<file path="config.mk">
export PLATFORM = sky130hd
export DESIGN_NAME = trial_division_factorizer
export DESIGN_NICKNAME = d
export VERILOG_FILES = /design/src/tdf_pkg.sv /design/src/trial_division_factorizer.sv
export SDC_FILE = /design/constraint.sdc
export NUM_CORES = 1
export LEC_CHECK = 0
export ABC_AREA = 1
export BUFFER_PORTS_ARGS = -buffer_cell sky130_fd_sc_hd__clkbuf_2
export CAP_MARGIN = 15
export CORE_ASPECT_RATIO = 0.5
export CORE_MARGIN = 2
export CORE_UTILIZATION = 62
export DETAILED_ROUTE_END_ITERATION = 8
export PLACE_DENSITY = 0.8
export SYNTH_ARGS = -nofsm -noshare
export SYNTH_HDL_FRONTEND = slang
export SYNTH_SLANG_ARGS = --single-unit
</file>
<file path="constraint.sdc">
create_clock -name clock -period 21.3 [get_ports clock]
set_input_delay 2.13 -clock clock [delete_from_list [all_inputs] [get_ports clock]]
set_output_delay 2.13 -clock clock [all_outputs]
set_load 0.02 [all_outputs]
</file>
<file path="src/tdf_pkg.sv">
`timescale 1ns / 1ps
// ----------------------------------------------------------------------------
// tdf_pkg: shared types and constants of the trial division factorizer
// Widths of the item fields, the trial divider geometry and the sequencer
// state type.
// ----------------------------------------------------------------------------
package tdf_pkg;

   localparam int unsigned NUM_W      = 32;
   localparam int unsigned EXP_W      = 5;
   localparam int unsigned CAND_W     = 17;
   localparam int unsigned SQ_W       = 2 * CAND_W;
   localparam int unsigned PART_W     = CAND_W + 1;
   localparam int unsigned DIV_STEPS  = 4;
   localparam int unsigned DIV_CYCLES = NUM_W / DIV_STEPS;
   localparam int unsigned CNT_W      = $clog2(DIV_CYCLES);

   localparam logic [CAND_W-1:0] FIRST_CAND  = CAND_W'(2);
   localparam logic [CAND_W-1:0] SECOND_CAND = CAND_W'(3);
   localparam logic [SQ_W-1:0]   FIRST_SQ    = SQ_W'(4);
   localparam logic [SQ_W-1:0]   SECOND_SQ   = SQ_W'(9);

   typedef enum logic [2:0] {
      ST_IDLE,
      ST_TEST,
      ST_DIV,
      ST_EVAL,
      ST_OUT
   } state_type;

endpackage

</file>
<file path="src/trial_division_factorizer.sv">
`timescale 1ns / 1ps
// ----------------------------------------------------------------------------
// trial_division_factorizer: prime factorization by trial division
// Splits a 32-bit number into (prime, exponent) items in ascending order and
// marks the last item of each run.
// ----------------------------------------------------------------------------
//  channel | direction | fields                                         | handshake
//  req     | in        | number                                         | req_valid/req_ready
//  rsp     | out       | prime_factor, exponent, no_factors, last_factor| rsp_valid/rsp_ready
//
//  Each candidate passes a bound test, a remainder test on a shared
//  4-bit-per-cycle divider and an evaluation; the candidates are 2, then odd
//  values up to the square root of the shrinking remainder. Inputs 0 and 1
//  give a single item with no_factors set. Each result waits in the output
//  register until taken; req_ready is high only when idle. Reset returns to
//  idle.
// ----------------------------------------------------------------------------
module trial_division_factorizer (
   input  logic                          clock,
   input  logic                          reset,
   input  logic                          req_valid,
   output logic                          req_ready,
   input  logic [tdf_pkg::NUM_W-1:0]     req_number,
   output logic                          rsp_valid,
   input  logic                          rsp_ready,
   output logic [tdf_pkg::NUM_W-1:0]     rsp_prime_factor,
   output logic [tdf_pkg::EXP_W-1:0]     rsp_exponent,
   output logic                          rsp_no_factors,
   output logic                          rsp_last_factor
);

   tdf_pkg::state_type                state_ff, state_in;
   logic [tdf_pkg::NUM_W-1:0]         rem_ff, rem_in;
   logic [tdf_pkg::NUM_W-1:0]         quo_ff, quo_in;
   logic [tdf_pkg::PART_W-1:0]        part_ff, part_in;
   logic [tdf_pkg::CAND_W-1:0]        cand_ff, cand_in;
   logic [tdf_pkg::SQ_W-1:0]          sq_ff, sq_in;
   logic [tdf_pkg::EXP_W-1:0]         exp_ff, exp_in;
   logic [tdf_pkg::CNT_W-1:0]         cnt_ff, cnt_in;
   logic [tdf_pkg::NUM_W-1:0]         prime_ff, prime_in;
   logic [tdf_pkg::EXP_W-1:0]         oexp_ff, oexp_in;
   logic                              none_ff, none_in;
   logic                              last_ff, last_in;

   logic [tdf_pkg::PART_W-1:0]        part_step;
   logic [tdf_pkg::NUM_W-1:0]         quo_step;
   logic [tdf_pkg::CAND_W-1:0]        cand_adv;
   logic [tdf_pkg::SQ_W-1:0]          sq_adv;

   always_ff @(posedge clock) begin
      if (reset) begin
         state_ff <= tdf_pkg::ST_IDLE;
      end else begin
         state_ff <= state_in;
      end
   end

   always_ff @(posedge clock) begin
      rem_ff   <= rem_in;
      quo_ff   <= quo_in;
      part_ff  <= part_in;
      cand_ff  <= cand_in;
      sq_ff    <= sq_in;
      exp_ff   <= exp_in;
      cnt_ff   <= cnt_in;
      prime_ff <= prime_in;
      oexp_ff  <= oexp_in;
      none_ff  <= none_in;
      last_ff  <= last_in;
   end

   // restoring divide, several quotient bits per cycle
   always_comb begin
      part_step = part_ff;
      quo_step  = quo_ff;
      for (int i = 0; i < int'(tdf_pkg::DIV_STEPS); i++) begin
         part_step = {part_step[tdf_pkg::PART_W-2:0], quo_step[tdf_pkg::NUM_W-1]};
         quo_step  = {quo_step[tdf_pkg::NUM_W-2:0], 1'b0};
         if (part_step >= {1'b0, cand_ff}) begin
            part_step   = part_step - {1'b0, cand_ff};
            quo_step[0] = 1'b1;
         end
      end
   end

   always_comb begin
      if (cand_ff == tdf_pkg::FIRST_CAND) begin
         cand_adv = tdf_pkg::SECOND_CAND;
         sq_adv   = tdf_pkg::SECOND_SQ;
      end else begin
         cand_adv = cand_ff + tdf_pkg::CAND_W'(2);
         sq_adv   = sq_ff + {{(tdf_pkg::SQ_W-tdf_pkg::CAND_W-2){1'b0}}, cand_ff, 2'b00}
                    + tdf_pkg::SQ_W'(4);
      end
   end

   always_comb begin
      state_in  = state_ff;
      rem_in    = rem_ff;
      quo_in    = quo_ff;
      part_in   = part_ff;
      cand_in   = cand_ff;
      sq_in     = sq_ff;
      exp_in    = exp_ff;
      cnt_in    = cnt_ff;
      prime_in  = prime_ff;
      oexp_in   = oexp_ff;
      none_in   = none_ff;
      last_in   = last_ff;
      req_ready = 1'b0;
      rsp_valid = 1'b0;
      case (state_ff)
         tdf_pkg::ST_IDLE: begin
            req_ready = 1'b1;
            if (req_valid) begin
               if (req_number <= tdf_pkg::NUM_W'(1)) begin
                  prime_in = '0;
                  oexp_in  = '0;
                  none_in  = 1'b1;
                  last_in  = 1'b1;
                  state_in = tdf_pkg::ST_OUT;
               end else begin
                  rem_in   = req_number;
                  cand_in  = tdf_pkg::FIRST_CAND;
                  sq_in    = tdf_pkg::FIRST_SQ;
                  exp_in   = '0;
                  state_in = tdf_pkg::ST_TEST;
               end
            end
         end
         tdf_pkg::ST_TEST: begin
            if (sq_ff > {{(tdf_pkg::SQ_W-tdf_pkg::NUM_W){1'b0}}, rem_ff}) begin
               prime_in = rem_ff;
               oexp_in  = tdf_pkg::EXP_W'(1);
               none_in  = 1'b0;
               last_in  = 1'b1;
               state_in = tdf_pkg::ST_OUT;
            end else begin
               part_in  = '0;
               quo_in   = rem_ff;
               cnt_in   = '0;
               state_in = tdf_pkg::ST_DIV;
            end
         end
         tdf_pkg::ST_DIV: begin
            part_in = part_step;
            quo_in  = quo_step;
            cnt_in  = cnt_ff + tdf_pkg::CNT_W'(1);
            if (cnt_ff == tdf_pkg::CNT_W'(tdf_pkg::DIV_CYCLES - 1)) begin
               state_in = tdf_pkg::ST_EVAL;
            end
         end
         tdf_pkg::ST_EVAL: begin
            if (part_ff == '0) begin
               rem_in   = quo_ff;
               exp_in   = exp_ff + tdf_pkg::EXP_W'(1);
               part_in  = '0;
               cnt_in   = '0;
               state_in = tdf_pkg::ST_DIV;
            end else begin
               cand_in = cand_adv;
               sq_in   = sq_adv;
               exp_in  = '0;
               if (exp_ff != '0) begin
                  prime_in = {{(tdf_pkg::NUM_W-tdf_pkg::CAND_W){1'b0}}, cand_ff};
                  oexp_in  = exp_ff;
                  none_in  = 1'b0;
                  last_in  = (rem_ff == tdf_pkg::NUM_W'(1));
                  state_in = tdf_pkg::ST_OUT;
               end else begin
                  state_in = tdf_pkg::ST_TEST;
               end
            end
         end
         tdf_pkg::ST_OUT: begin
            rsp_valid = 1'b1;
            if (rsp_ready) begin
               state_in = last_ff ? tdf_pkg::ST_IDLE : tdf_pkg::ST_TEST;
            end
         end
         default: begin
            state_in = tdf_pkg::ST_IDLE;
         end
      endcase
   end

   assign rsp_prime_factor = prime_ff;
   assign rsp_exponent     = oexp_ff;
   assign rsp_no_factors   = none_ff;
   assign rsp_last_factor  = last_ff;

endmodule

</file>
* After elaboration in Yosys (flattened, before gate mapping)
Index checks and enable logic that the tools add are counted. Widths: inputs -> output; s select.
Storage, ports and cells: register bits 183, word-level logic and storage cells 125, input bits 36
Operators by class: $add $sub $neg 9, equal/unequal tests 17, order comparisons 6, muxes and demuxes 67, reduce and logical (&&, ||, !) cells 14
Operator list (count):
- $mux 32 | 9
- $mux 34 | 4
- $pmux 32 s2 | 2
- $mux 17 | 7
- $pmux 32 s3 | 1
- $ge 18x17->1 | 4
- $pmux 34 s2 | 1
- $mux 18 | 3
- $pmux 18 s3 | 1
- $sub 17x17->17 | 3
- $mux 5 | 8
- $add 34x19->34 | 1
- $add 34x3->34 const B | 1
- $gt 34x32->1 | 1
- $pmux 17 s2 | 1
- $eq 32x1->1 const B | 1
- $le 32x1->1 const B | 1
- $mux 3 | 9
- $ne 2x2->1 const B | 10
- $logic_not 18->1 | 1
- $sub 18x17->18 | 1
- $add 17x2->17 const B | 1
- $eq 17x2->1 const B | 1
- $mux 1 | 15
- other kinds (18) | 26

* Depth between registers and ports, before layout
depth after elaboration 9, depth in mapped cells 60, depth with buffers taken out 56

* Worst setup path after synthesis
No wires, ideal clock.
kind flip-flop to flip-flop, start point reg cand_ff[13] in the netlist's numbering, end point reg part_ff[16] in the netlist's numbering (data pin), cell stages (with the launch flop) 57, data arrival time 7126 ps, required time 21047 ps, clock period less this slack 7378 ps, path buffers 6, path slack 13922 ps, setup time 253 ps, cells stage by stage edfxtp_1 -> inv_1 -> ha_1 -> nand2_1 -> inv_1 -> nand2_1 -> nand2_1 -> nand2_1 -> o21ai_2 -> nor2_2 -> nand2_4 -> inv_2 -> buf_2 -> buf_2 -> o21ai_1 -> ha_1 -> nand2_1 -> inv_1 -> [... 21 more ...] -> nand2_1 -> a21oi_1 -> nand3_4 -> buf_4 -> o21ai_1 -> inv_1 -> ha_1 -> a21oi_1 -> nand2_1 -> a21oi_1 -> o21ai_0 -> nand3_1 -> o311ai_0 -> a21oi_1 -> nand3_2 -> buf_4 -> nand3_1 -> nand2_1
Between the ends: word-level cells in the longest chain between the ends 9, elaborated cells between the ends (all ways) 13, those cells by class add/sub: 4; order compare: 4; mux: 5
Ends and longest elaborated chain:
- from (decl) | line trial_division_factorizer.sv:36 | logic [tdf_pkg::CAND_W-1:0] cand_ff, cand_in;
- from (signal assigned) | line trial_division_factorizer.sv:62 | cand_ff <= cand_in;
- $sub 17x17->17 or $ge 18x17->1 (tied branches) | line trial_division_factorizer.sv:80, trial_division_factorizer.sv:79
- $mux 17 | line trial_division_factorizer.sv:79 | if (part_step >= {1'b0, cand_ff}) begin
- $sub 17x17->17 or $ge 18x17->1 (tied branches) | line trial_division_factorizer.sv:80, trial_division_factorizer.sv:79
- $mux 17 | line trial_division_factorizer.sv:79
- $sub 17x17->17 or $ge 18x17->1 (tied branches) | line trial_division_factorizer.sv:80, trial_division_factorizer.sv:79
- $mux 17 | line trial_division_factorizer.sv:79
- $sub 18x17->18 or $ge 18x17->1 (tied branches) | line trial_division_factorizer.sv:80, trial_division_factorizer.sv:79
- $mux 18 * | line trial_division_factorizer.sv:79
- $pmux 18 s3 * | line trial_division_factorizer.sv:112 | case (state_ff)
- to (signal assigned) | line trial_division_factorizer.sv:61 | part_ff <= part_in;
- to (decl) | line trial_division_factorizer.sv:35 | logic [tdf_pkg::PART_W-1:0] part_ff, part_in;
Every way passes the cells marked *; elsewhere a longest branch is shown, timed or not. A chain may end at the register's enable or synchronous reset.

* Worst setup path after layout
start point reg cand_ff[13] in the netlist's numbering, end point reg part_ff[7] in the netlist's numbering (data pin)
Between the ends: word-level cells in the longest chain between the ends 9, elaborated cells between the ends (all ways) 13, those cells by class add/sub: 4; order compare: 4; mux: 5
Ends and longest elaborated chain (line):
- $sub 17x17->17 or $ge 18x17->1 (tied branches) | trial_division_factorizer.sv:80, trial_division_factorizer.sv:79
- $mux 17 | trial_division_factorizer.sv:79
- $sub 17x17->17 or $ge 18x17->1 (tied branches) | trial_division_factorizer.sv:80, trial_division_factorizer.sv:79
- $mux 17 | trial_division_factorizer.sv:79
- $ge 18x17->1 or $sub 17x17->17 (tied branches) | trial_division_factorizer.sv:79, trial_division_factorizer.sv:80
- $mux 17 | trial_division_factorizer.sv:79
- $sub 18x17->18 or $ge 18x17->1 (tied branches) | trial_division_factorizer.sv:80, trial_division_factorizer.sv:79
- $mux 18 * | trial_division_factorizer.sv:79
- $pmux 18 s3 * | trial_division_factorizer.sv:112
Marked as above.

==> impl_results.md <==
* Clock Sinks at 182
* WS Path Type: flop to flop
* Largest family of logic cells by synthesized area: simple AND/OR/NAND/NOR gates
* CTS tree: built
* Delay-heaviest family, CP: simple AND/OR/NAND/NOR gates
* Metal-1 WL at 17750 um
* Drt first pass iters at 8
* Sequential cell area fraction in the yosys report at 39.16%
* Die Wd at roughly 220 um
* Fmax achieved at 0.1056 GHz
* Net Count, Synth at 1905
* # H-tree levels at 4
* Post-synth top area share at 38.73%
* I/O Pins at 77
* Hold Fails Final Rpt at 0
* Area occupied by multi-input gates at 0.007471 sq mm
* Grt ovf at 0
* Most numerous cell in the Yosys netlist: nand2_1
* Synth Area in XOR/XNOR at 3.597%
* CTS Root Cell: clkbuf_16
* FF+latch area at 0.005435 sq mm
* Layout area overhead at 9.539%
* Ys flop type: edfxtp_1
* R2R Setup Slk at 11.83 ns
* Reg2Reg Launch Point: cand_ff[13]$_SDFFCE_PP0P_
* Fin Clk Skew at 0.01377 ns
* Syn Inst Count at 1726
* Buf/Inv on CP at 7
* Hold Startpoint: quo_ff[9]$_DFFE_PP_
* Met3 wire length at 4348 um
* Metal2 WL at around 19000 um
* Initial antenna violation count at 0
* HP Class: flop to flop
* Vias post-DR at 12900
* Yosys top cell by area: edfxtp_1
* Synth Area in Compound Gates at 13.52%
* First-iteration detailed-routing DRC count at between 1500 and 2000
* Row count at 38
* Die area at 0.02367 sq mm
* Layout fillers at 1735
* Post-synthesis instance area at 0.01388 sq mm
* Critical path capture point type: flop
* Synth warn at 0
* Vias per inst at about 6.1
* Adder-cell share of the synthesized area at 13.16%
* CTS Buf Count at 17
* Vias in the first global route at approximately 12000
* Crit path max fanout at 28
* Setup-failing EPs final at 0
* Die Y at 109.8 um
* Clock Path Buffers at 2
* Critical Path RT at 21.61 ns
* Most area-consuming cells after synthesis: edfxtp_1 39%, ha_1 12%, nand2_1 12%
* Simple-gate portion of the synthesized area at 23.40%
* RSZ-0062 raised after global routing: false
* Max Slew Vio Count at 0
* Synth unique cells at 49
* Crit path from: cand_ff[13]$_SDFFCE_PP0P_
* WP data arrival at about 10 ns
* Tot GR Track Use at 36.15%
* Number of synthesized flops with an enable pin at 179
* GP Congestion at 0.9761
* Flops & latches, synth at 182
* CP startpoint kind: flop
* Skew-Pair Late Insertion Delay at 0.45 ns
* Mux cell area share after synthesis at 0%
* Fin crit share at 44.45%
* Nets at 1977
* Synth top cells by count: 430 x nand2_1, 213 x inv_1, 179 x edfxtp_1
* Initial Util at a little under two thirds
* Hold_buf cts at 0
* Fin crit period at ~9.5 ns
* Relative slew slack at 25.96%
* Largest net degree at the start of global routing at 85
* Reg clk slew, reported paths at approximately 0.080 ns
* Wire per inst at roughly 20 um
* Setup Total Neg Slack at 0 ns
* Max_cap viols at 0
* IO Port Bufs at 76
* # resized after CTS at 0
* Max incr delay on CP at 0.48 ns
* Total Wirelength at about 43000 um
* CP max-delay cell: edfxtp_1
* Worst Tran Pin Value at roughly 1.1 ns
* Post-CTS Setup Bufs at 0
* DRC at 0
* HPWL after DPL at 32160 um
* Syn_area_per_cell at 8.041 sq um
* CORE AREA at about 0.022 sq mm
* Status: finished clean
* CP dominant cell by count: nand2_1
* Top Layer Used: met4
* Layout cells sized above 1 at 9.442%
* First-pass GRT wire length at about 65000 um
* Post-route ant nets at 0
* Ys async rst share at 0%
-- cells by family (layout without fill, tap and decap cells) --
kind of cell,Yosys count,count (layout)
buffers and inverters,251,336
xor gates and xnor gates,57,57
DFF,182,182
adders and majority gates,143,143
and+or+nand+nor,754,754
AOI/OAI and AO/OA,339,339
other,0,2
-- stage by stage --
| stage | hold WS (ns) | instances | utilization [%] | instance area, sq um | worst slack (ns) |
|---|---|---|---|---|---|
| 3_3_place_gp | 0.5310 | 2078 | 66.73 | 14560 | 12.38 |
| 5_1_grt | 0.5761 | 2111 | 69.64 | 15200 | 10.99 |
| 3_5_place_dp | 0.5330 | 2078 | 66.73 | 14560 | 12.16 |
| 4_1_cts | 0.5523 | 2110 | 69.57 | 15180 | 12.11 |
| 2_1_floorplan | 0.5199 | 1726 | - | 13880 | 13.92 |
| 6_report | 0.5602 | 2113 | 69.66 | 15200 | 11.83 |
-- tightest hold or removal path, stage by stage, from the launching register on --
cell and delay (ns):
edfxtp_1 0.35, nand2_1 0.06, nand2_1 0.05
-- cell type report --
cell class,count,share of cell area (%)
multi-input cells,1293,49.14
clock inverters,14,1.251
repair buffers,88,3.144
inverters,216,5.383
flip-flops and latches,182,35.75
clock buffers,18,2.823
well taps,300,2.469
diodes,2,0.03292
-- flip-flops by register name (all words and copies together), names as in the netlist --
name              cells
state_ff              3
rsp_prime_factor     32
cand_ff              17
exp_ff                5
cnt_ff                3
quo_ff               32
rem_ff               32
rsp_last_factor       1
rsp_no_factors        1
part_ff              18
sq_ff                33
rsp_exponent          5
-- placed cells by master (no fill, tap or decap), types with 3 or more instances in the layout --
cell,count
ha_1,138
fa_1,5
nand3b_1,4
a21o_1,6
xnor2_1,25
bufinv_16,3
o21bai_1,8
a21oi_2,3
nor3_1,20
nand4_1,22
dfxtp_1,3
nand2_2,6
o21ai_2,8
or2_2,14
nor2_2,7
inv_1,213
nand3_1,71
a31oi_1,11
clkbuf_16,17
o21ai_1,29
nand2_1,430
edfxtp_1,179
inv_8,4
inv_6,3
nor4_1,31
xor2_1,32
buf_4,11
nand3_2,7
a21oi_1,126
o21ai_0,106
clkbuf_2,76
o22ai_1,18
nor2_1,134
o21a_1,10
-- layer usage --
layer	track usage, %	vias to the layer above
met4	11.82	0
met3	6.307	109
met5	0	-
li1	-	6045
met1	48.96	5969
met2	59.69	775
-- final timing paths --
kind	to	depth (start not counted)
worst max-delay path	part_ff[7]$_SDFFCE_PN0P_	49
worst min-delay path	rem_ff[9]$_DFFE_PP_	2
worst max register to register	part_ff[7]$_SDFFCE_PN0P_	49
worst min register to register	rem_ff[9]$_DFFE_PP_	2
Power is not shown: default switching activity piles up to over one toggle a cycle in this logic, so the estimate is an artifact.
